<file path="src/hw/rtl/hsvrgb_pkg.sv">
// shared types and constants of the hsv to rgb converter
package hsvrgb_pkg;

   localparam int CHAN_BITS    = 8;
   localparam int HUE_BITS     = 9;
   localparam int SECTOR_DEG   = 60;
   localparam int SECTOR_BITS  = 4;
   localparam int WEIGHT_BITS  = 6;
   localparam int SECTOR_LAST  = ((1 << HUE_BITS) - 1) / SECTOR_DEG;
   localparam int PROD_BITS    = 2 * CHAN_BITS;
   localparam int DIV_N_BITS   = CHAN_BITS + WEIGHT_BITS;
   localparam int DIV_SHIFT    = DIV_N_BITS;
   localparam int DIV_RECIP    = (1 << DIV_SHIFT) / SECTOR_DEG;
   localparam int RECIP_BITS   = DIV_N_BITS - 5;
   localparam int DIV_EST_BITS = DIV_N_BITS + RECIP_BITS;

   localparam logic [SECTOR_BITS-1:0] SEC_RED_YELLOW    = SECTOR_BITS'(0);
   localparam logic [SECTOR_BITS-1:0] SEC_YELLOW_GREEN  = SECTOR_BITS'(1);
   localparam logic [SECTOR_BITS-1:0] SEC_GREEN_CYAN    = SECTOR_BITS'(2);
   localparam logic [SECTOR_BITS-1:0] SEC_CYAN_BLUE     = SECTOR_BITS'(3);
   localparam logic [SECTOR_BITS-1:0] SEC_BLUE_MAGENTA  = SECTOR_BITS'(4);

   typedef struct packed {
      logic [HUE_BITS-1:0]  hue_degrees;
      logic [CHAN_BITS-1:0] sat_level;
      logic [CHAN_BITS-1:0] val_level;
   } req_type;

   typedef struct packed {
      logic [CHAN_BITS-1:0] red_out;
      logic [CHAN_BITS-1:0] green_out;
      logic [CHAN_BITS-1:0] blue_out;
   } rsp_type;

   typedef struct packed {
      logic                  valid;
      logic [DIV_N_BITS-1:0] dividend;
   } div_req_type;

   typedef struct packed {
      logic                 valid;
      logic [CHAN_BITS-1:0] quotient;
   } div_rsp_type;

endpackage

</file>
<file path="src/hw/rtl/hsv_to_rgb_converter_top.sv">
// hsv to rgb converter: six stage pipeline, one color per clock
//
//  channel   ports                     direction  handshake
//  request   start, busy, req_data     in         accepted when start and not busy
//  response  rsp_valid, rsp_data       out        one cycle strobe, no backpressure
//
// one beat per clock sustained; busy stays low, the pipeline never stalls
// each result is registered through stages 1 to 3, the divider and the output
// register; the path holds the chroma divide, weight multiply and divide by sixty
// synchronous reset clears only the stage valid bits; beats in flight are dropped
module hsv_to_rgb_converter_top import hsvrgb_pkg::*; (
   input  logic    clock,
   input  logic    reset,
   input  logic    start,
   output logic    busy,
   input  req_type req_data,
   output logic    rsp_valid,
   output rsp_type rsp_data
);

   // stage 1: saturation times value, sector index
   logic [PROD_BITS-1:0]   prod_in;
   logic [SECTOR_BITS-1:0] sector_in;
   logic                   s1_valid_ff;
   logic [PROD_BITS-1:0]   s1_prod_ff;
   logic [SECTOR_BITS-1:0] s1_sector_ff;
   logic [HUE_BITS-1:0]    s1_hue_ff;
   logic [CHAN_BITS-1:0]   s1_val_ff;

   // stage 2: chroma and secondary weight
   logic [PROD_BITS:0]     chroma_sum;
   logic [CHAN_BITS-1:0]   chroma_in;
   logic [HUE_BITS-1:0]    pair_base;
   logic [HUE_BITS-1:0]    hue_rem;
   logic [HUE_BITS-1:0]    hue_dist;
   logic [WEIGHT_BITS-1:0] weight_in;
   logic                   s2_valid_ff;
   logic [CHAN_BITS-1:0]   s2_chroma_ff;
   logic [WEIGHT_BITS-1:0] s2_weight_ff;
   logic [SECTOR_BITS-1:0] s2_sector_ff;
   logic [CHAN_BITS-1:0]   s2_val_ff;

   // stage 3: chroma times weight, offset
   logic [DIV_N_BITS-1:0]  scaled_in;
   logic                   s3_valid_ff;
   logic [DIV_N_BITS-1:0]  s3_scaled_ff;
   logic [CHAN_BITS-1:0]   s3_chroma_ff;
   logic [CHAN_BITS-1:0]   s3_offset_ff;
   logic [SECTOR_BITS-1:0] s3_sector_ff;

   // stages 4 and 5: side data next to the divider
   logic [CHAN_BITS-1:0]   s4_chroma_ff;
   logic [CHAN_BITS-1:0]   s4_offset_ff;
   logic [SECTOR_BITS-1:0] s4_sector_ff;
   logic [CHAN_BITS-1:0]   s5_chroma_ff;
   logic [CHAN_BITS-1:0]   s5_offset_ff;
   logic [SECTOR_BITS-1:0] s5_sector_ff;
   div_req_type            div_req;
   div_rsp_type            div_rsp;

   // stage 6: placement and offset add
   logic [CHAN_BITS-1:0]   red_comp;
   logic [CHAN_BITS-1:0]   green_comp;
   logic [CHAN_BITS-1:0]   blue_comp;
   rsp_type                rsp_in;
   logic                   out_valid_ff;
   rsp_type                out_data_ff;

   assign busy = 1'b0;

   assign prod_in = PROD_BITS'(req_data.sat_level) * PROD_BITS'(req_data.val_level);

   always_comb begin
      sector_in = '0;
      for (int i = 1; i <= SECTOR_LAST; i++) begin
         if (req_data.hue_degrees >= HUE_BITS'(i * SECTOR_DEG)) begin
            sector_in = sector_in + SECTOR_BITS'(1);
         end
      end
   end

   always_ff @(posedge clock) begin
      if (reset) begin
         s1_valid_ff <= 1'b0;
      end else begin
         s1_valid_ff <= start && !busy;
      end
      s1_prod_ff   <= prod_in;
      s1_sector_ff <= sector_in;
      s1_hue_ff    <= req_data.hue_degrees;
      s1_val_ff    <= req_data.val_level;
   end

   // exact floor divide by the all ones channel maximum
   assign chroma_sum = (PROD_BITS + 1)'(s1_prod_ff)
                     + (PROD_BITS + 1)'(s1_prod_ff >> CHAN_BITS)
                     + (PROD_BITS + 1)'(1);
   assign chroma_in  = chroma_sum[CHAN_BITS +: CHAN_BITS];

   assign pair_base = HUE_BITS'(s1_sector_ff >> 1) * HUE_BITS'(2 * SECTOR_DEG);
   assign hue_rem   = s1_hue_ff - pair_base;

   always_comb begin
      if (hue_rem >= HUE_BITS'(SECTOR_DEG)) begin
         hue_dist = hue_rem - HUE_BITS'(SECTOR_DEG);
      end else begin
         hue_dist = HUE_BITS'(SECTOR_DEG) - hue_rem;
      end
   end

   assign weight_in = WEIGHT_BITS'(HUE_BITS'(SECTOR_DEG) - hue_dist);

   always_ff @(posedge clock) begin
      if (reset) begin
         s2_valid_ff <= 1'b0;
      end else begin
         s2_valid_ff <= s1_valid_ff;
      end
      s2_chroma_ff <= chroma_in;
      s2_weight_ff <= weight_in;
      s2_sector_ff <= s1_sector_ff;
      s2_val_ff    <= s1_val_ff;
   end

   assign scaled_in = DIV_N_BITS'(s2_chroma_ff) * DIV_N_BITS'(s2_weight_ff);

   always_ff @(posedge clock) begin
      if (reset) begin
         s3_valid_ff <= 1'b0;
      end else begin
         s3_valid_ff <= s2_valid_ff;
      end
      s3_scaled_ff <= scaled_in;
      s3_chroma_ff <= s2_chroma_ff;
      s3_offset_ff <= s2_val_ff - s2_chroma_ff;
      s3_sector_ff <= s2_sector_ff;
   end

   assign div_req.valid    = s3_valid_ff;
   assign div_req.dividend = s3_scaled_ff;

   hsvrgb_div60 u_div60 (
      .clock   (clock),
      .reset   (reset),
      .div_req (div_req),
      .div_rsp (div_rsp)
   );

   always_ff @(posedge clock) begin
      s4_chroma_ff <= s3_chroma_ff;
      s4_offset_ff <= s3_offset_ff;
      s4_sector_ff <= s3_sector_ff;
      s5_chroma_ff <= s4_chroma_ff;
      s5_offset_ff <= s4_offset_ff;
      s5_sector_ff <= s4_sector_ff;
   end

   always_comb begin
      case (s5_sector_ff)
         SEC_RED_YELLOW: begin
            red_comp   = s5_chroma_ff;
            green_comp = div_rsp.quotient;
            blue_comp  = '0;
         end
         SEC_YELLOW_GREEN: begin
            red_comp   = div_rsp.quotient;
            green_comp = s5_chroma_ff;
            blue_comp  = '0;
         end
         SEC_GREEN_CYAN: begin
            red_comp   = '0;
            green_comp = s5_chroma_ff;
            blue_comp  = div_rsp.quotient;
         end
         SEC_CYAN_BLUE: begin
            red_comp   = '0;
            green_comp = div_rsp.quotient;
            blue_comp  = s5_chroma_ff;
         end
         SEC_BLUE_MAGENTA: begin
            red_comp   = div_rsp.quotient;
            green_comp = '0;
            blue_comp  = s5_chroma_ff;
         end
         default: begin
            red_comp   = s5_chroma_ff;
            green_comp = '0;
            blue_comp  = div_rsp.quotient;
         end
      endcase
   end

   assign rsp_in.red_out   = red_comp + s5_offset_ff;
   assign rsp_in.green_out = green_comp + s5_offset_ff;
   assign rsp_in.blue_out  = blue_comp + s5_offset_ff;

   always_ff @(posedge clock) begin
      if (reset) begin
         out_valid_ff <= 1'b0;
      end else begin
         out_valid_ff <= div_rsp.valid;
      end
      out_data_ff <= rsp_in;
   end

   assign rsp_valid = out_valid_ff;
   assign rsp_data  = out_data_ff;

endmodule

</file>
<file path="src/hw/rtl/hsvrgb_div60.sv">
// two stage divide by sixty: reciprocal estimate, then one correction step
module hsvrgb_div60 import hsvrgb_pkg::*; (
   input  logic        clock,
   input  logic        reset,
   input  div_req_type div_req,
   output div_rsp_type div_rsp
);

   logic [DIV_EST_BITS-1:0] est_prod;
   logic [CHAN_BITS-1:0]    est_in;
   logic                    est_valid_ff;
   logic [DIV_N_BITS-1:0]   est_num_ff;
   logic [CHAN_BITS-1:0]    est_quot_ff;
   logic [DIV_N_BITS-1:0]   est_back;
   logic [DIV_N_BITS-1:0]   est_rem;
   logic [CHAN_BITS-1:0]    quot_in;
   logic                    quot_valid_ff;
   logic [CHAN_BITS-1:0]    quot_ff;

   // estimate is exact or one low
   assign est_prod = DIV_EST_BITS'(div_req.dividend) * DIV_EST_BITS'(DIV_RECIP);
   assign est_in   = est_prod[DIV_SHIFT +: CHAN_BITS];

   always_ff @(posedge clock) begin
      if (reset) begin
         est_valid_ff <= 1'b0;
      end else begin
         est_valid_ff <= div_req.valid;
      end
      est_num_ff  <= div_req.dividend;
      est_quot_ff <= est_in;
   end

   assign est_back = DIV_N_BITS'(est_quot_ff) * DIV_N_BITS'(SECTOR_DEG);
   assign est_rem  = est_num_ff - est_back;

   always_comb begin
      quot_in = est_quot_ff;
      if (est_rem >= DIV_N_BITS'(SECTOR_DEG)) begin
         quot_in = est_quot_ff + CHAN_BITS'(1);
      end
   end

   always_ff @(posedge clock) begin
      if (reset) begin
         quot_valid_ff <= 1'b0;
      end else begin
         quot_valid_ff <= est_valid_ff;
      end
      quot_ff <= quot_in;
   end

   assign div_rsp.valid    = quot_valid_ff;
   assign div_rsp.quotient = quot_ff;

endmodule

</file>
<file path="config.mk">
export PLATFORM = sky130hd
export DESIGN_NAME = hsv_to_rgb_converter_top
export DESIGN_NICKNAME = d
export VERILOG_FILES = /design/src/hw/rtl/hsvrgb_pkg.sv /design/src/hw/rtl/hsv_to_rgb_converter_top.sv /design/src/hw/rtl/hsvrgb_div60.sv
export SDC_FILE = /design/constraint.sdc
export NUM_CORES = 1
export LEC_CHECK = 0
export ABC_AREA = 1
export BUFFER_PORTS_ARGS = -buffer_cell sky130_fd_sc_hd__buf_2
export CAP_MARGIN = 20
export CORE_ASPECT_RATIO = 2
export CORE_MARGIN = 2
export CORE_UTILIZATION = 40
export CTS_BUF_LIST = sky130_fd_sc_hd__clkbuf_8
export DETAILED_ROUTE_END_ITERATION = 8
export PLACE_DENSITY = 0.66
export SLEW_MARGIN = 20
export SYNTH_ARGS = -nofsm -noshare
export SYNTH_HDL_FRONTEND = slang
export SYNTH_SLANG_ARGS = --single-unit
</file>
<file path="constraint.sdc">
create_clock -name clock -period 9.5 [get_ports clock]
set_clock_uncertainty 0.1 [all_clocks]
set_input_delay 0.95 -clock clock [delete_from_list [all_inputs] [get_ports clock]]
set_output_delay 0.95 -clock clock [all_outputs]
set_load 0.05 [all_outputs]
</file>
==> impl_metrics.yaml, run 1 <==
die:
  die-area_mm2: 0.0343
  die_height_um: 260
  core_mm2: 0.0322
  ios: 54
  die_w_um: 132
  start_util_pct: 40.7
  fp-row-count: 93
cells_and_area:
  antennaDiodeCount: 0
  final_util_pct: 44.0
  area_growth_pct: 8.08
  final_nets: 1913
  layout-drive-gt1-share_pct: 6.60
  final_common_cell: "inv_1"
  final_cell_mix: "inv_1 (332), nand2_1 (308), dfxtp_1 (195), ha_1 (189), fa_1 (88)"
  fill_cells: 3219
  final_cell_area_mm2: 0.0142
grt:
  grt.overflow.total: 0
  antenna_found_initial: 0
  grt_pass1_vias: 10100
  grt_pass1_wl_um: 44600
  grt_max_degree: 19
  grt_use_total_pct: 15.9
detailed_routing:
  drt-wirelength-per-cell_um: 12.7
  dr.first_iter.drc_count: 385
  avgViaCountPerCell: 4.73
  antenna_left: 0
  firstDrtPassIters: 5
  routed-via-count: 9693
  drc: 0
  drt-total-wl_um: 26100
clock_network:
  cts_resized: 0
  clock_sinks: 195
  htree_levels: 4
  numCtsBuffers: 17
  holdBufCountCts: 0
  clockBufferDepth: 2
  clk_pin_slew_worst_paths_ns: 0.10
  clk_latency_ns: 0.47
  root_buffer: "clkbuf_8"
  cts_setup_buffers: 0
  cts_tree: "built"
logic_synthesis:
  syn_inst: 1561
  synth_seq_cells: 195
  synth_top_family_by_area: "adder cells"
  synthAdderAreaFrac_pct: 31.5
  synth-compound-area-share_pct: 7.34
  synth-async-reset-ratio_pct: 0
  yosysSeqAreaShare_pct: 29.8
  yosys.area_share.simple_pct: 14.9
  netlist_area_mm2: 0.0131
  syn-num-nets: 1866
  ys.flop_type: "dfxtp_1"
  ys_warn_count: 0
  avgSynthCellArea_um2: 8.40
  synth.distinct_cells: 39
  synth_xor_xnor_area_share_pct: 6.28
  synth_mux_area_share_pct: 0
  synth_enable_flop_cells: 0
sta:
  period_needed_ns: 4.89
  worstMarginPinSlew_ns: 0.709
  setup_viol: 0
  slew_viol_final: 0
  setup_ws_ns: 4.61
  relSlewSlack_pct: 52.7
  clock.fmax_mhz: 204
  tns_ns: 0
  final.period_utilization_pct: 51.5
  rsz0062_at_grt: "false"
  final-hold-violation-count: 0
hold_path:
  hold_start: "s3_offset_ff[4]"
  hp-class: "reg2reg"
critical_path:
  arrival_ns: 5.16
  worstSetupStartpoint: "u_div60.est_quot_ff[2]"
  end_kind: "flop"
  crit_type: "reg2reg"
  reg2reg_from: "u_div60.est_quot_ff[2]"
  crit_path_start_kind: "flop"
  crit_required_ns: 9.77
  cp_max_fo: 9
placed_design:
  hpwl_um: 22300
  io_buffers: 52
  dp_worst_setup_slack_ns: 4.33
  gp_congestion: 0.893
  postPlaceCellArea_mm2: 0.0138
outcome:
  outcome: "completed"
run:
  maxCapViolations: 0
==> per-layer routing <==
layer | share of wire [%] | up-vias | track usage, %
met4 | 5.1 | 0 | 8.97
met2 | 58 | 179 | 32.9
met1 | 35 | 4497 | 14.3
li1 | - | 4938 | -
met3 | 2.1 | 79 | 2.07
met5 | 0 | - | 0
==> Yosys cell counts (2+ instances only) <==
master,count,area share (%)
a21oi_2,3,0.20
o21ai_0,52,2.0
a211oi_1,2,0.11
xor2_1,72,4.8
nand4_1,18,0.86
nand2_2,4,0.19
o21ai_1,2,0.076
nor3_1,9,0.34
a21o_1,6,0.34
dfxtp_1,195,30
o31ai_1,2,0.11
inv_1,330,9.4
o21bai_1,8,0.46
or2_2,6,0.29
o21a_1,3,0.17
nand3_1,54,2.1
a21oi_1,74,2.8
fa_1,88,13
clkbuf_1,22,0.63
nand3b_1,3,0.17
inv_2,3,0.086
nor2_2,3,0.14
xnor2_1,22,1.5
nand2_1,308,8.8
o22ai_1,8,0.38
nor2_1,57,1.6
ha_1,189,18
a31oi_1,6,0.29
o21ai_2,2,0.13
==> state kept, by name, summed over array words and instances (netlist names), 4 cells and up <==
name,cells
rsp_data,24
s1_prod_ff,16
s3_scaled_ff,14
u_div60.est_num_ff,12
s1_hue_ff,9
s1_val_ff,8
s2_chroma_ff,8
s2_val_ff,8
s3_chroma_ff,8
s3_offset_ff,8
s4_chroma_ff,8
s4_offset_ff,8
s5_chroma_ff,8
s5_offset_ff,8
u_div60.est_quot_ff,8
u_div60.quot_ff,8
s2_weight_ff,6
s1_sector_ff,4
s2_sector_ff,4
s3_sector_ff,4
s4_sector_ff,4
s5_sector_ff,4
==> logic make-up (layout without fill, tap and decap cells) <==
group,Yosys count,after routing
AOI/OAI and AO/OA,171,171
buffers and inverters,357,417
and+or+nand+nor,466,466
other,1,1
DFF,195,195
adders and majority gates,277,277
xor gates and xnor gates,94,94
==> final timing paths <==
| check | end | slack (ns) | depth (start not counted) |
|---|---|---|---|
| worst max-delay path | u_div60.quot_ff[3] | 4.61 | 21 |
| worst max register to register | u_div60.quot_ff[3] | 4.61 | 21 |
| worst min register to register | s4_offset_ff[4] | 0.23 | 0 |
| worst min-delay path | s4_offset_ff[4] | 0.23 | 0 |
==> area by class of cell <==
type / instances / area [µm²] / share of cell area (%)
sequential: 195 / 3900 / 27.5
tap: 427 / 534 / 3.77
timing repair buffer: 52 / 260 / 1.84
clock buffer: 17 / 234 / 1.65
clock inverter: 15 / 126 / 0.891
multi-input combinational: 1009 / 7870 / 55.5
inverter: 333 / 1250 / 8.82
==> critical path: stages (launching register included) <==
cell and delay [ns]:
dfxtp_1 0.54, inv_1 0.11, fa_1 0.50, fa_1 0.51, inv_1 0.04, ha_1 0.35, a21o_1 0.21, a31oi_1 0.22
o21ai_0 0.18, nand3_1 0.10, nand2_1 0.06, xnor2_1 0.14, ha_1 0.34, inv_1 0.10, nor3_1 0.24, nand3_1 0.12
nand4_1 0.11, xor2_1 0.10, nor3_4 0.40, nand3_4 0.17, nand2_1 0.09, nand2_1 0.05
==> metrics by stage <==
stage               cells  hold slack, ns
finish               2048           0.230
global route         2048           0.234
CTS                  2048           0.230
detailed placement   2016           0.212
global placement     2016           0.211
floorplan            1561           0.210
Power of run 1 is not shown: default switching activity piles up to over one toggle a cycle in this logic, so the estimate is an artifact.
==> run 2, diff against run 1 <==
--- a/config.mk
+++ b/config.mk
@@ -13,7 +13,7 @@
 export CORE_UTILIZATION = 40
 export CTS_BUF_LIST = sky130_fd_sc_hd__clkbuf_8
 export DETAILED_ROUTE_END_ITERATION = 8
-export PLACE_DENSITY = 0.66
+export PLACE_DENSITY = 0.68
 export SLEW_MARGIN = 20
 export SYNTH_ARGS = -nofsm -noshare
 export SYNTH_HDL_FRONTEND = slang
==> constraint.sdc (replaced) <==
create_clock -name clock -period 4.1 [get_ports clock]
set_clock_uncertainty 0.1 [all_clocks]
set_input_delay 0.41 -clock clock [delete_from_list [all_inputs] [get_ports clock]]
set_output_delay 0.41 -clock clock [all_outputs]
set_load 0.05 [all_outputs]
==> impl_metrics.yaml, run 2 (synthesis results as in run 1) <==
outcome:
  outcome: "finished, violations left"
  failed_checks: "setup timing"
critical_path:
  crit_type: "reg2reg"
  cp_max_fo: 8
  crit_required_ns: 4.39
  ff2ff_path_depth: 23
  arrival_ns: 4.67
  crit_path_start_kind: "flop"
  end_kind: "flop"
placed_design:
  hpwl_um: 24200
  dp_worst_setup_slack_ns: -0.373
  gp_congestion: 0.875
  io_buffers: 52
die:
  fp-row-count: 93
  die_height_um: 260
  core_mm2: 0.0322
  start_util_pct: 40.7
  die-area_mm2: 0.0343
  die_w_um: 132
  ios: 54
hold_path:
  whs_path_depth: 1
  hp-class: "in2reg"
sta:
  final.period_utilization_pct: 107
  rsz0062_at_grt: "true"
  hold_ws_ns: 0.0445
  setup_viol: 8
  final-hold-violation-count: 0
  slew_viol_final: 0
  worstMarginPinSlew_ns: 0.730
  clock.fmax_mhz: 228
  period_needed_ns: 4.38
  relSlewSlack_pct: 51.3
  setup_ws_ns: -0.279
grt:
  grt_pass1_wl_um: 47700
  grt_max_degree: 23
  antenna_found_initial: 1
  grt.overflow.total: 0
  grt_pass1_vias: 11000
  grt_use_total_pct: 17.2
clock_network:
  cts_tree: "built"
  htree_levels: 4
  numCtsBuffers: 17
  clock_sinks: 195
  clk_latency_ns: 0.49
  clockBufferDepth: 2
  clk_pin_slew_worst_paths_ns: 0.11
  root_buffer: "clkbuf_8"
cells_and_area:
  largest_register_ffs: 24
  area_growth_pct: 18.6
  layout-drive-gt1-share_pct: 16.9
  final_cell_mix: "inv_1 (319), nand2_1 (295), dfxtp_1 (185), ha_1 (178), buf_4 (111)"
  final_nets: 2038
  final_common_cell: "inv_1"
  fill_cells: 3067
detailed_routing:
  drt-total-wl_um: 28400
  dr.first_iter.drc_count: 329
  drt-wirelength-per-cell_um: 13.1
  routed-via-count: 10300
  avgViaCountPerCell: 4.72
  antenna_left: 0
  drc: 0
  firstDrtPassIters: 5
run:
  maxCapViolations: 0
-- run 2: cell count changes in the layout (fill, tap and decap cells not counted), sizes merged --
cell,delta
buf,+118
dlygate4sd3,+7
clkinv,+1
clkinvlp,-1
diode,+1
-- run 2: path summary, 6_finish.rpt --
check	startpoint	to	slack (ns)
min reg2reg	s3_sector_ff[0]	s4_sector_ff[0]	0.23
max reg2reg	u_div60.est_quot_ff[2]	u_div60.quot_ff[6]	-0.28
max	u_div60.est_quot_ff[2]	u_div60.quot_ff[6]	-0.28
min	req_data[1]	s1_val_ff[1]	0.04
-- run 2: routing by layer --
metal  vias up  track usage, %  wire length (µm)
met5         -               0                 0
met4         0            11.4              1720
met3        84            2.36               533
met2       162            35.7             16700
met1      4842            14.7              9470
li1       5179               -                 -
-- run 2: area by class of cell --
type / count / area [µm²] / area share, %
multi-input cells: 1009 / 8170 / 52.5
flip-flops and latches: 195 / 3920 / 25.2
clock buffers: 17 / 234 / 1.50
inverters: 333 / 1250 / 8.05
repair buffers: 177 / 1260 / 8.10
clock inverters: 15 / 191 / 1.23
well taps: 427 / 534 / 3.43
diodes: 1 / 2.50 / 0.0161
-- run 2: timing repair --
item,in CTS,in global routing
endpoints found under the hold margin,10,0
buffers inserted,8,3
hold buffers,7,0
setup endpoints to repair,8,14
gates resized for setup,23,43
pin swaps,22,19
-- run 2: critical path: stages (launching register included) --
cell      delay, ns
dfxtp_4        0.39
inv_2          0.04
fa_1           0.49
fa_1           0.54
inv_2          0.05
ha_4           0.28
buf_6          0.09
nand3_2        0.07
nand2_2        0.08
a21oi_2        0.05
o21bai_1       0.21
a21o_1         0.18
a21oi_2        0.06
xor2_1         0.15
ha_1           0.34
nand4_1        0.13
o21ai_2        0.15
nand3b_1       0.14
nand2_2        0.07
nor3_4         0.22
buf_12         0.15
nand3_4        0.13
nand2_1        0.11
nand2_1        0.05
-- run 2: stage by stage --
stage          setup TNS [ns]  utilization (%)  cells  instance area [µm²]
2_1_floorplan               0                -   1561                13200
3_3_place_gp            -2.48             45.7   2123                14700
3_5_place_dp            -3.54             45.7   2123                14700
4_1_cts                 -1.47             47.6   2170                15300
5_1_grt                 -3.87             48.3   2174                15600
6_report                -2.13             48.3   2174                15600
Power of run 2 is left out for the same reason.
==> run 3, diff against run 2 <==
--- a/config.mk
+++ b/config.mk
@@ -10,10 +10,11 @@
 export CAP_MARGIN = 20
 export CORE_ASPECT_RATIO = 2
 export CORE_MARGIN = 2
-export CORE_UTILIZATION = 40
+export CORE_UTILIZATION = 59
 export CTS_BUF_LIST = sky130_fd_sc_hd__clkbuf_8
 export DETAILED_ROUTE_END_ITERATION = 8
-export PLACE_DENSITY = 0.68
+export GPL_ROUTABILITY_DRIVEN = 0
+export PLACE_DENSITY = 0.9
 export SLEW_MARGIN = 20
 export SYNTH_ARGS = -nofsm -noshare
 export SYNTH_HDL_FRONTEND = slang
==> impl_metrics.yaml, run 3 (synthesis results as in run 1) <==
outcome:
  outcome: "finished, violations left"
  failed_checks: "setup timing"
die:
  die_w_um: 109
  die_height_um: 215
  fp-row-count: 77
  die-area_mm2: 0.0235
  start_util_pct: 59.7
  ios: 54
  core_mm2: 0.0220
run:
  maxCapViolations: 0
sta:
  tns_ns: -2.45
  slew_viol_final: 0
  rsz0062_at_grt: "true"
  setup_viol: 8
  relSlewSlack_pct: 52.6
  final-hold-violation-count: 0
  worstMarginPinSlew_ns: 0.711
  setup_ws_ns: -0.322
  final.period_utilization_pct: 108
  clock.fmax_mhz: 226
  period_needed_ns: 4.42
  hold_ws_ns: 0.0411
clock_network:
  clk_pin_slew_worst_paths_ns: 0.11
  numCtsBuffers: 17
  clk_latency_ns: 0.46
  cts_tree: "built"
  clock_sinks: 195
  root_buffer: "clkbuf_8"
  clockBufferDepth: 2
  htree_levels: 4
critical_path:
  cp_max_fo: 8
  crit_type: "reg2reg"
  reg2reg_from: "u_div60.est_quot_ff[0]"
  crit_path_start_kind: "flop"
  end_kind: "flop"
  crit_required_ns: 4.37
  worstSetupStartpoint: "u_div60.est_quot_ff[0]"
  arrival_ns: 4.69
grt:
  grt.overflow.total: 0
  grt_pass1_vias: 11700
  antenna_found_initial: 1
  grt_use_total_pct: 27.2
  grt_max_degree: 19
  grt_pass1_wl_um: 50700
cells_and_area:
  area_growth_pct: 14.8
  final_nets: 2019
  fill_cells: 1489
  final_common_cell: "inv_1"
  final_cell_mix: "inv_1 (323), nand2_1 (297), dfxtp_1 (187), ha_1 (181), buf_4 (103)"
  layout-drive-gt1-share_pct: 15.4
  largest_register_ffs: 24
detailed_routing:
  routed-via-count: 10900
  drt-wirelength-per-cell_um: 15.6
  drc: 0
  avgViaCountPerCell: 5.45
  dr.first_iter.drc_count: 585
  antenna_left: 0
  firstDrtPassIters: 8
  drt-total-wl_um: 31200
hold_path:
  hp-class: "in2reg"
  hold_start: "start"
placed_design:
  hpwl_um: 24300
  io_buffers: 52
-- run 3: layout make-up --
| cell class | instances | area (µm²) | share of cell area (%) |
|---|---|---|---|
| multi-input combinational | 1009 | 8090 | 53.8 |
| sequential | 195 | 3920 | 26.1 |
| inverter | 333 | 1250 | 8.30 |
| timing repair buffer | 158 | 1060 | 7.07 |
| tap | 276 | 345 | 2.29 |
| clock buffer | 19 | 262 | 1.74 |
| clock inverter | 13 | 116 | 0.773 |
| antenna | 1 | 2.50 | 0.0166 |
-- run 3: layer usage --
layer	vias to the layer above	global-route usage, %	wire length (µm)
li1	5164	-	-
met1	5167	24.1	9910
met2	400	52.8	17400
met3	194	4.00	1100
met4	0	19.1	2820
met5	-	0	0
-- run 3: timing repair --
action,CTS,global route
gates cloned,0,0
setup endpoints to repair,9,14
resized for setup,17,32
buffers inserted,2,4
hold endpoints to repair,2,0
hold buffers,2,0
pin swaps,5,8
-- run 3: worst paths after layout --
kind                                            to  slack [ns]  cells after the start
worst max-delay path            u_div60.quot_ff[6]       -0.32                     22
worst min-delay path                   s1_valid_ff        0.04                      3
worst max register to register  u_div60.quot_ff[6]       -0.32                     22
worst min register to register     s4_sector_ff[0]        0.22                      0
-- run 3: stage by stage --
step                area [µm²]  cells  setup WS (ns)  utilization (%)
floorplan                13200   1561        0.00222                -
global placement         14400   1963         -0.295             65.7
detailed placement       14400   1963         -0.427             65.7
CTS                      14900   1999         -0.279             67.8
global route             15100   2004         -0.481             68.6
finish                   15100   2004         -0.322             68.6
-- run 3: worst max-delay path, cell delays in order (launching register included) --
cell      delay [ns]
dfxtp_4         0.38
fa_1            0.56
inv_1           0.06
fa_1            0.49
inv_2           0.05
fa_2            0.34
nand3_2         0.08
nand2_2         0.07
a21oi_2         0.16
o21bai_2        0.09
a21o_1          0.18
a21oi_2         0.15
xor2_1          0.09
ha_1            0.32
nand4_1         0.10
o21ai_1         0.18
nand3b_1        0.15
nand2_2         0.07
nor3_4          0.23
buf_6           0.15
nand3_4         0.13
nand2_1         0.11
nand2_1         0.06
Power of run 3 is left out for the same reason.
